==> config.mk <==
export PLATFORM = sky130hd
export DESIGN_NAME = sspm_meter
export DESIGN_NICKNAME = d
export VERILOG_FILES = /design/src/design/sspm_pkg.sv /design/src/design/sspm_meter.sv
export SDC_FILE = /design/constraint.sdc
export NUM_CORES = 1
export LEC_CHECK = 0
export ABC_AREA = 0
export BUFFER_PORTS_ARGS = -buffer_cell sky130_fd_sc_hd__buf_2
export CORE_UTILIZATION = 39
export CTS_CLUSTER_DIAMETER = 60
export DETAILED_ROUTE_END_ITERATION = 16
export PLACE_DENSITY = 0.57
export SLEW_MARGIN = 0
export SYNTH_ARGS = -nofsm -noshare
export SYNTH_HDL_FRONTEND = slang
export SYNTH_SLANG_ARGS = --single-unit
==> constraint.sdc <==
create_clock -name clk -period 19.3 [get_ports clk]
set_input_delay 2.895 -clock clk [delete_from_list [all_inputs] [get_ports clk]]
set_output_delay 2.895 -clock clk [all_outputs]
set_load 0.02 [all_outputs]
==> src/design/sspm_pkg.sv <==
package sspm_pkg;

    localparam int SAMPLE_BITS     = 16;
    localparam int RING_DEPTH_DEF  = 4096;
    localparam int LEVEL_W         = SAMPLE_BITS - 1;
    localparam int OCC_W           = 12;
    localparam int RING_FRAMES_W   = 13;
    localparam int DECAY_W         = 15;
    localparam int CFG_IDX_W       = 2;
    localparam int CFG_DATA_W      = 15;
    localparam int RING_FRAMES_RST = 4096;
    localparam logic [DECAY_W-1:0] DECAY_RST = 15'd27853;

    localparam logic [CFG_IDX_W-1:0] CFG_RING_FRAMES = 2'd0;
    localparam logic [CFG_IDX_W-1:0] CFG_DECAY_COEFF = 2'd1;

    typedef enum logic [1:0] {
        REQ_WRITE = 2'd0,
        REQ_READ  = 2'd1,
        REQ_EOB   = 2'd2,
        REQ_NOP   = 2'd3
    } req_type_t;

    typedef logic signed [SAMPLE_BITS-1:0] sample_t;
    typedef logic [LEVEL_W-1:0] level_t;

    typedef struct packed {
        logic    wr;
        logic    eob;
        sample_t left;
        sample_t right;
    } mtr_req_t;

    // |x| saturated to the positive full scale
    function automatic level_t abs_sat(input sample_t x);
        logic [SAMPLE_BITS-1:0] neg;
        begin
            neg = ~x + 1'b1;
            if (!x[SAMPLE_BITS-1])
                abs_sat = x[LEVEL_W-1:0];
            else if (neg[SAMPLE_BITS-1])
                abs_sat = '1;
            else
                abs_sat = neg[LEVEL_W-1:0];
        end
    endfunction

endpackage

==> src/design/sspm_meter.sv <==
module sspm_meter
    import sspm_pkg::*;
(
    input  logic               clk,
    input  logic               rst_n,
    input  logic [DECAY_W-1:0] decay_coeff,
    input  mtr_req_t           req,
    output level_t             level_left,
    output level_t             level_right
);

    level_t peak_l_reg, peak_l_next;
    level_t peak_r_reg, peak_r_next;
    level_t lvl_l_reg, lvl_l_next;
    level_t lvl_r_reg, lvl_r_next;
    level_t abs_l, abs_r;
    logic [LEVEL_W+DECAY_W-1:0] prod_l, prod_r;
    level_t dec_l, dec_r;

    always_comb
    begin
        abs_l  = abs_sat(req.left);
        abs_r  = abs_sat(req.right);
        prod_l = (LEVEL_W+DECAY_W)'(lvl_l_reg) * (LEVEL_W+DECAY_W)'(decay_coeff);
        prod_r = (LEVEL_W+DECAY_W)'(lvl_r_reg) * (LEVEL_W+DECAY_W)'(decay_coeff);
        dec_l  = prod_l[LEVEL_W+DECAY_W-1:DECAY_W];
        dec_r  = prod_r[LEVEL_W+DECAY_W-1:DECAY_W];

        peak_l_next = peak_l_reg;
        peak_r_next = peak_r_reg;
        lvl_l_next  = lvl_l_reg;
        lvl_r_next  = lvl_r_reg;
        if (req.wr)
        begin
            if (abs_l > peak_l_reg)
                peak_l_next = abs_l;
            if (abs_r > peak_r_reg)
                peak_r_next = abs_r;
        end
        else if (req.eob)
        begin
            lvl_l_next  = (peak_l_reg > dec_l) ? peak_l_reg : dec_l;
            lvl_r_next  = (peak_r_reg > dec_r) ? peak_r_reg : dec_r;
            peak_l_next = '0;
            peak_r_next = '0;
        end
    end

    always_ff @(posedge clk or negedge rst_n)
    begin
        if (!rst_n)
        begin
            peak_l_reg <= '0;
            peak_r_reg <= '0;
            lvl_l_reg  <= '0;
            lvl_r_reg  <= '0;
        end
        else
        begin
            peak_l_reg <= peak_l_next;
            peak_r_reg <= peak_r_next;
            lvl_l_reg  <= lvl_l_next;
            lvl_r_reg  <= lvl_r_next;
        end
    end

    assign level_left  = lvl_l_reg;
    assign level_right = lvl_r_reg;

endmodule

; ---- Word-level counts from Yosys, hierarchy flattened
; Index checks and enable logic that the tools add are counted.
[classes]
n_reduce_logical = 4
mul = 2
n_lt_le_gt_ge = 4
add_sub_neg = 2
eq_ne = 2
n_bitwise = 3
n_mux = 11
[ops]
columns = cell, count
row1 = 2-to-1 mux 15 bit, 11
row2 = > comparator 15 bit, 4
row3 = multiplier 15 x 15 -> 30 bit, 2
row4 = "adder 16 x 1 -> 16 bit, second input constant", 2
row5 = inverter 16 bit, 2
row6 = AND reduction 2 bit, 3
row7 = "inequality test 2 x 1 -> 1 bit, second input constant", 2
row8 = nonzero test 2 bit, 1
row9 = inverter 1 bit, 1
[word_totals]
ff_bits = 60
word_cells = 32
out_inout_bits = 30
in_bits = 51

; ---- Longest topological paths before layout
[logic_depth]
depth_word = 7
mapped_depth = 36
depth_no_buf = 33

; ---- Worst setup path after synthesis
; Ideal clock, no wire load.
[synth_path]
kind = input port to flip-flop
start = input port decay_coeff[0]
end = register lvl_r_reg[13], in the netlist level_right[13]
arrival_ns = 10.175
cell_stages = 35
setup_ns = 0.136
path_buffers = 3
path_slack_ns = 8.989
required_time_ns = 19.164
path_cell_list = clkbuf_1 -> clkbuf_1 -> and2_1 -> fa_1 -> inv_1 -> fa_1 -> inv_1 -> fa_1 -> inv_1 -> fa_1 -> inv_1 -> fa_1 -> inv_1 -> fa_1 -> inv_1 -> ha_1 -> nand4_1 -> nor2_1 -> o2bb2ai_1 -> or3_1 -> a31oi_1 -> a21oi_1 -> nor2_1 -> nor2_1 -> xor2_1 -> ha_1 -> a21o_1 -> a21o_1 -> a21oi_1 -> o21ai_0 -> o311ai_2 -> clkbuf_1 -> inv_1 -> a21oi_1 -> a21oi_1
[synth_via]
elab_chain_len = 3
[synth_lines]
columns = element, line
row1 = from (decl), sspm_meter.sv:6  ; input logic [DECAY_W-1:0] decay_coeff,
row2 = multiplier 15 x 15 -> 30 bit (*), sspm_meter.sv:25  ; prod_r = (LEVEL_W+DECAY_W)'(lvl_r_reg) * (LEVEL_W+DECAY_W)'(decay_coeff);
row3 = > comparator 15 bit, sspm_meter.sv:43  ; lvl_r_next = (peak_r_reg > dec_r) ? peak_r_reg : dec_r;
row4 = 2-to-1 mux 15 bit (*), sspm_meter.sv:43
row5 = to (signal assigned), sspm_meter.sv:63  ; lvl_r_reg <= lvl_r_next;
row6 = to (decl), sspm_meter.sv:15  ; level_t lvl_r_reg, lvl_r_next;
; Every way passes the cells marked *; elsewhere a longest branch is shown, timed or not.
; A chain may end at the register's enable or synchronous reset.

; ---- Final worst setup path
[layout_path]
start = input port decay_coeff[6]
end = register lvl_l_reg[7], in the netlist level_left[7]
[layout_via]
elab_chain_len = 3
[layout_lines]
columns = element, line
row1 = multiplier 15 x 15 -> 30 bit (*), sspm_meter.sv:24  ; prod_l = (LEVEL_W+DECAY_W)'(lvl_l_reg) * (LEVEL_W+DECAY_W)'(decay_coeff);
row2 = > comparator 15 bit, sspm_meter.sv:42  ; lvl_l_next = (peak_l_reg > dec_l) ? peak_l_reg : dec_l;
row3 = 2-to-1 mux 15 bit (*), sspm_meter.sv:42
row4 = to (signal assigned), sspm_meter.sv:62  ; lvl_l_reg <= lvl_l_next;
row5 = to (decl), sspm_meter.sv:14  ; level_t lvl_l_reg, lvl_l_next;
; Marks and branches as above.

==> impl_metrics.toml <==
[yosys]
postSynthAreaPerCell_um2 = 8.63
ys_async_sr_fraction_pct = 100
syn_nets = 2855
synth_warnings = 0
syn_area_um2 = 19200
synth_top_flop_cell = "dfrtp_1"
synth_largest_area_cell = "fa_1"
ys_top_cells_by_count = "inv_1, fa_1, nand2_1, and2_1, ha_1"
ys_ff_latch = 60
ys_types = 63
synth_cells = 2228
synth_area_leaders = "fa_1, ha_1, inv_1, and2_1, dfrtp_1"
seq_area_frac_synth_pct = 7.81
netlist.area_leader.share_pct = 34.6
yosysMostFrequentCell = "inv_1"
synth_edf_count = 0

[clock_tree]
cts_tree = "built"
clock_latency_ns = 0.34
cts_root_buf = "clkbuf_16"
cts-resized-gates = 0
cts_buffers = 9
hold_buffers = 0
cts_max_level = 3
post_cts_buffers = 0
cts_buffer_depth = 2
path_clk_slew_ns = 0.06
clock-sinks = 60

[worst_setup_path]
rrSetupSlack_ns = 10.48
cp_slowest_cell = "a21oi_2"
critPathMostFrequentCell = "fa_1"
rr_endpoint = "level_left[7]"
rr_worst_depth = 27
reg2reg_from = "level_left[12]"
cp-start-kind = "input port"
cp_max_fo = 30
crit_arrival_ns = 11.20
end_kind = "flop"
cp.required_ns = 19.52
crit_path_end = "level_left[7]"
crit_start = "decay_coeff[6]"
crit_path_max_incr_delay_ns = 0.88
worstSetupPathType = "input port to flop"

[drt]
drt_first_pass_iters = 5
wl_um = 48800
drtAntennaViolNets = 0
vias = 14800
vias_per_cell = 5.11
drt-initial-drc-count = 713
drc = 0
wl_per_cell_um = 16.8

[sta]
worst_clock_skew_ns = 0.00852
slew_viol_final = 0
hold_viol = 0
period_share_pct = 56.9
rsz0062_at_grt = "no"
slew_headroom_pct = 24.8
tns_ns = 0
clock.fmax_mhz = 91.1
worst_pin_slew_ns = 1.13
period_needed_ns = 10.98
setup_violations = 0

[layout]
nFillCells = 4807
area_delta_synth_final_pct = 7.05
fin_area_um2 = 20600
seq_area_um2 = 1500
final_nets = 2869
multiInputGateArea_um2 = 15700
drive_gt1_share_pct = 7.70

[floorplan]
io_pins = 81
die_height_um = 224
dieArea_um2 = 50200
std_cell_rows = 80
core-area_um2 = 48100
die_x_um = 224
initial_core_util_pct = 39.9

[global_route]
grtUsageTotal_pct = 20.8
overflow = 0
grt_pass1_vias = 15800
grt_start_max_net_pins = 61
grt_pass1_wl_um = 82900
antenna_found_initial = 0

[placement]
io_buffers = 80
dp_hpwl_um = 37300
gp_congestion = 0.865
placed_area_um2 = 20300

[outcome]
status = "complete, no violations"

[worst_hold_path]
hp-class = "flop to flop"
hold_depth = 2

[flow_run]
drv_cap = 0
-- per-stage QoR --
stage / hold WS (ns) / std cells / utilization, % / setup WS [ns]
2_1_floorplan: 0.513 / 2228 / - / 8.99
3_3_place_gp: 0.600 / 2887 / 42.1 / 8.07
3_5_place_dp: 0.591 / 2887 / 42.1 / 8.04
4_1_cts: 0.611 / 2903 / 42.7 / 8.37
5_1_grt: 0.639 / 2903 / 42.7 / 7.88
6_report: 0.616 / 2905 / 42.7 / 8.32
-- how the worst min path moves through the flow --
stage | from | endpoint | slack, ns
5_1_grt | peak_l_reg[14] | level_left[14] | 0.64
3_3_place_gp | peak_l_reg[14] | level_left[14] | 0.60
6_report | peak_l_reg[14] | level_left[14] | 0.62
4_1_cts | peak_l_reg[14] | level_left[14] | 0.61
2_1_floorplan | peak_l_reg[13] | level_left[13] | 0.51
3_5_place_dp | peak_l_reg[14] | level_left[14] | 0.59
-- placed cells by master, fill, tap and decap left out, types with 4 or more instances in the layout --
| cell | Yosys | layout |
|---|---|---|
| nand4_1 | 19 | 19 |
| nor2_1 | 77 | 77 |
| a21o_1 | 22 | 22 |
| nand2b_1 | 6 | 6 |
| a31oi_1 | 11 | 11 |
| inv_1 | 439 | 439 |
| o31ai_1 | 5 | 5 |
| or3_4 | 5 | 5 |
| fa_1 | 332 | 332 |
| o311ai_0 | 5 | 5 |
| mux2i_1 | 10 | 10 |
| nand3_1 | 24 | 24 |
| nor2b_1 | 10 | 9 |
| and2_1 | 259 | 259 |
| clkbuf_16 | 0 | 9 |
| and3_1 | 8 | 8 |
| dfrtp_1 | 60 | 60 |
| buf_4 | 1 | 27 |
| nand2_1 | 271 | 271 |
| o211ai_1 | 6 | 6 |
| or3_1 | 7 | 7 |
| buf_2 | 1 | 80 |
| a21oi_1 | 64 | 63 |
| o22ai_1 | 4 | 4 |
| xnor2_1 | 20 | 20 |
| nor3_1 | 22 | 22 |
| o21ai_1 | 4 | 4 |
| a21boi_0 | 4 | 4 |
| mux2_2 | 37 | 37 |
| ha_1 | 244 | 244 |
| o21a_1 | 17 | 17 |
| o22a_1 | 5 | 5 |
| o21ai_0 | 74 | 74 |
| xor2_1 | 14 | 14 |
| a211oi_1 | 7 | 7 |
-- worst max-delay path, delay by kind of cell --
| kind | cells | cell delay, ns |
|---|---|---|
| adder cells (fa/ha/maj) | 8 | 3.61 |
| AO/OA/AOI/OAI | 9 | 2.66 |
| multiplexers | 2 | 0.56 |
| buffers and inverters | 4 | 0.68 |
| AND/OR/NAND/NOR | 3 | 0.59 |
| XOR/XNOR | 1 | 0.18 |
-- layer usage --
layer  up-vias  GRT usage, %  part of all wire [%]  wire length (um)
li1       6965             -                     -                 -
met1      7526          29.9                    48             23600
met2       321          34.2                    46             22500
met3        35          2.03                   4.5              2170
met4         0          3.14                   1.1               530
met5         -             0                     0                 0
-- layout make-up --
| class | count | share of cell area, % |
|---|---|---|
| clock inverters | 6 | 0.347 |
| diodes | 2 | 0.0243 |
| clock buffers | 10 | 1.16 |
| inverters | 439 | 8.01 |
| multi-input cells | 1625 | 76.2 |
| repair buffers | 107 | 2.93 |
| flip-flops and latches | 60 | 7.30 |
| well taps | 656 | 3.99 |
-- logic make-up after synthesis --
group,count (synthesis),synth area share (%)
compound gates,251,8.17
xor+xnor,34,1.55
fa+ha+maj,576,50.4
buf+inv,543,10.6
flops,60,7.81
mux,47,2.69
simple gates,717,18.7
Power is left out: the tool's default activity adds up to more than one toggle a clock period on the data nets, which glitch-free logic cannot reach.
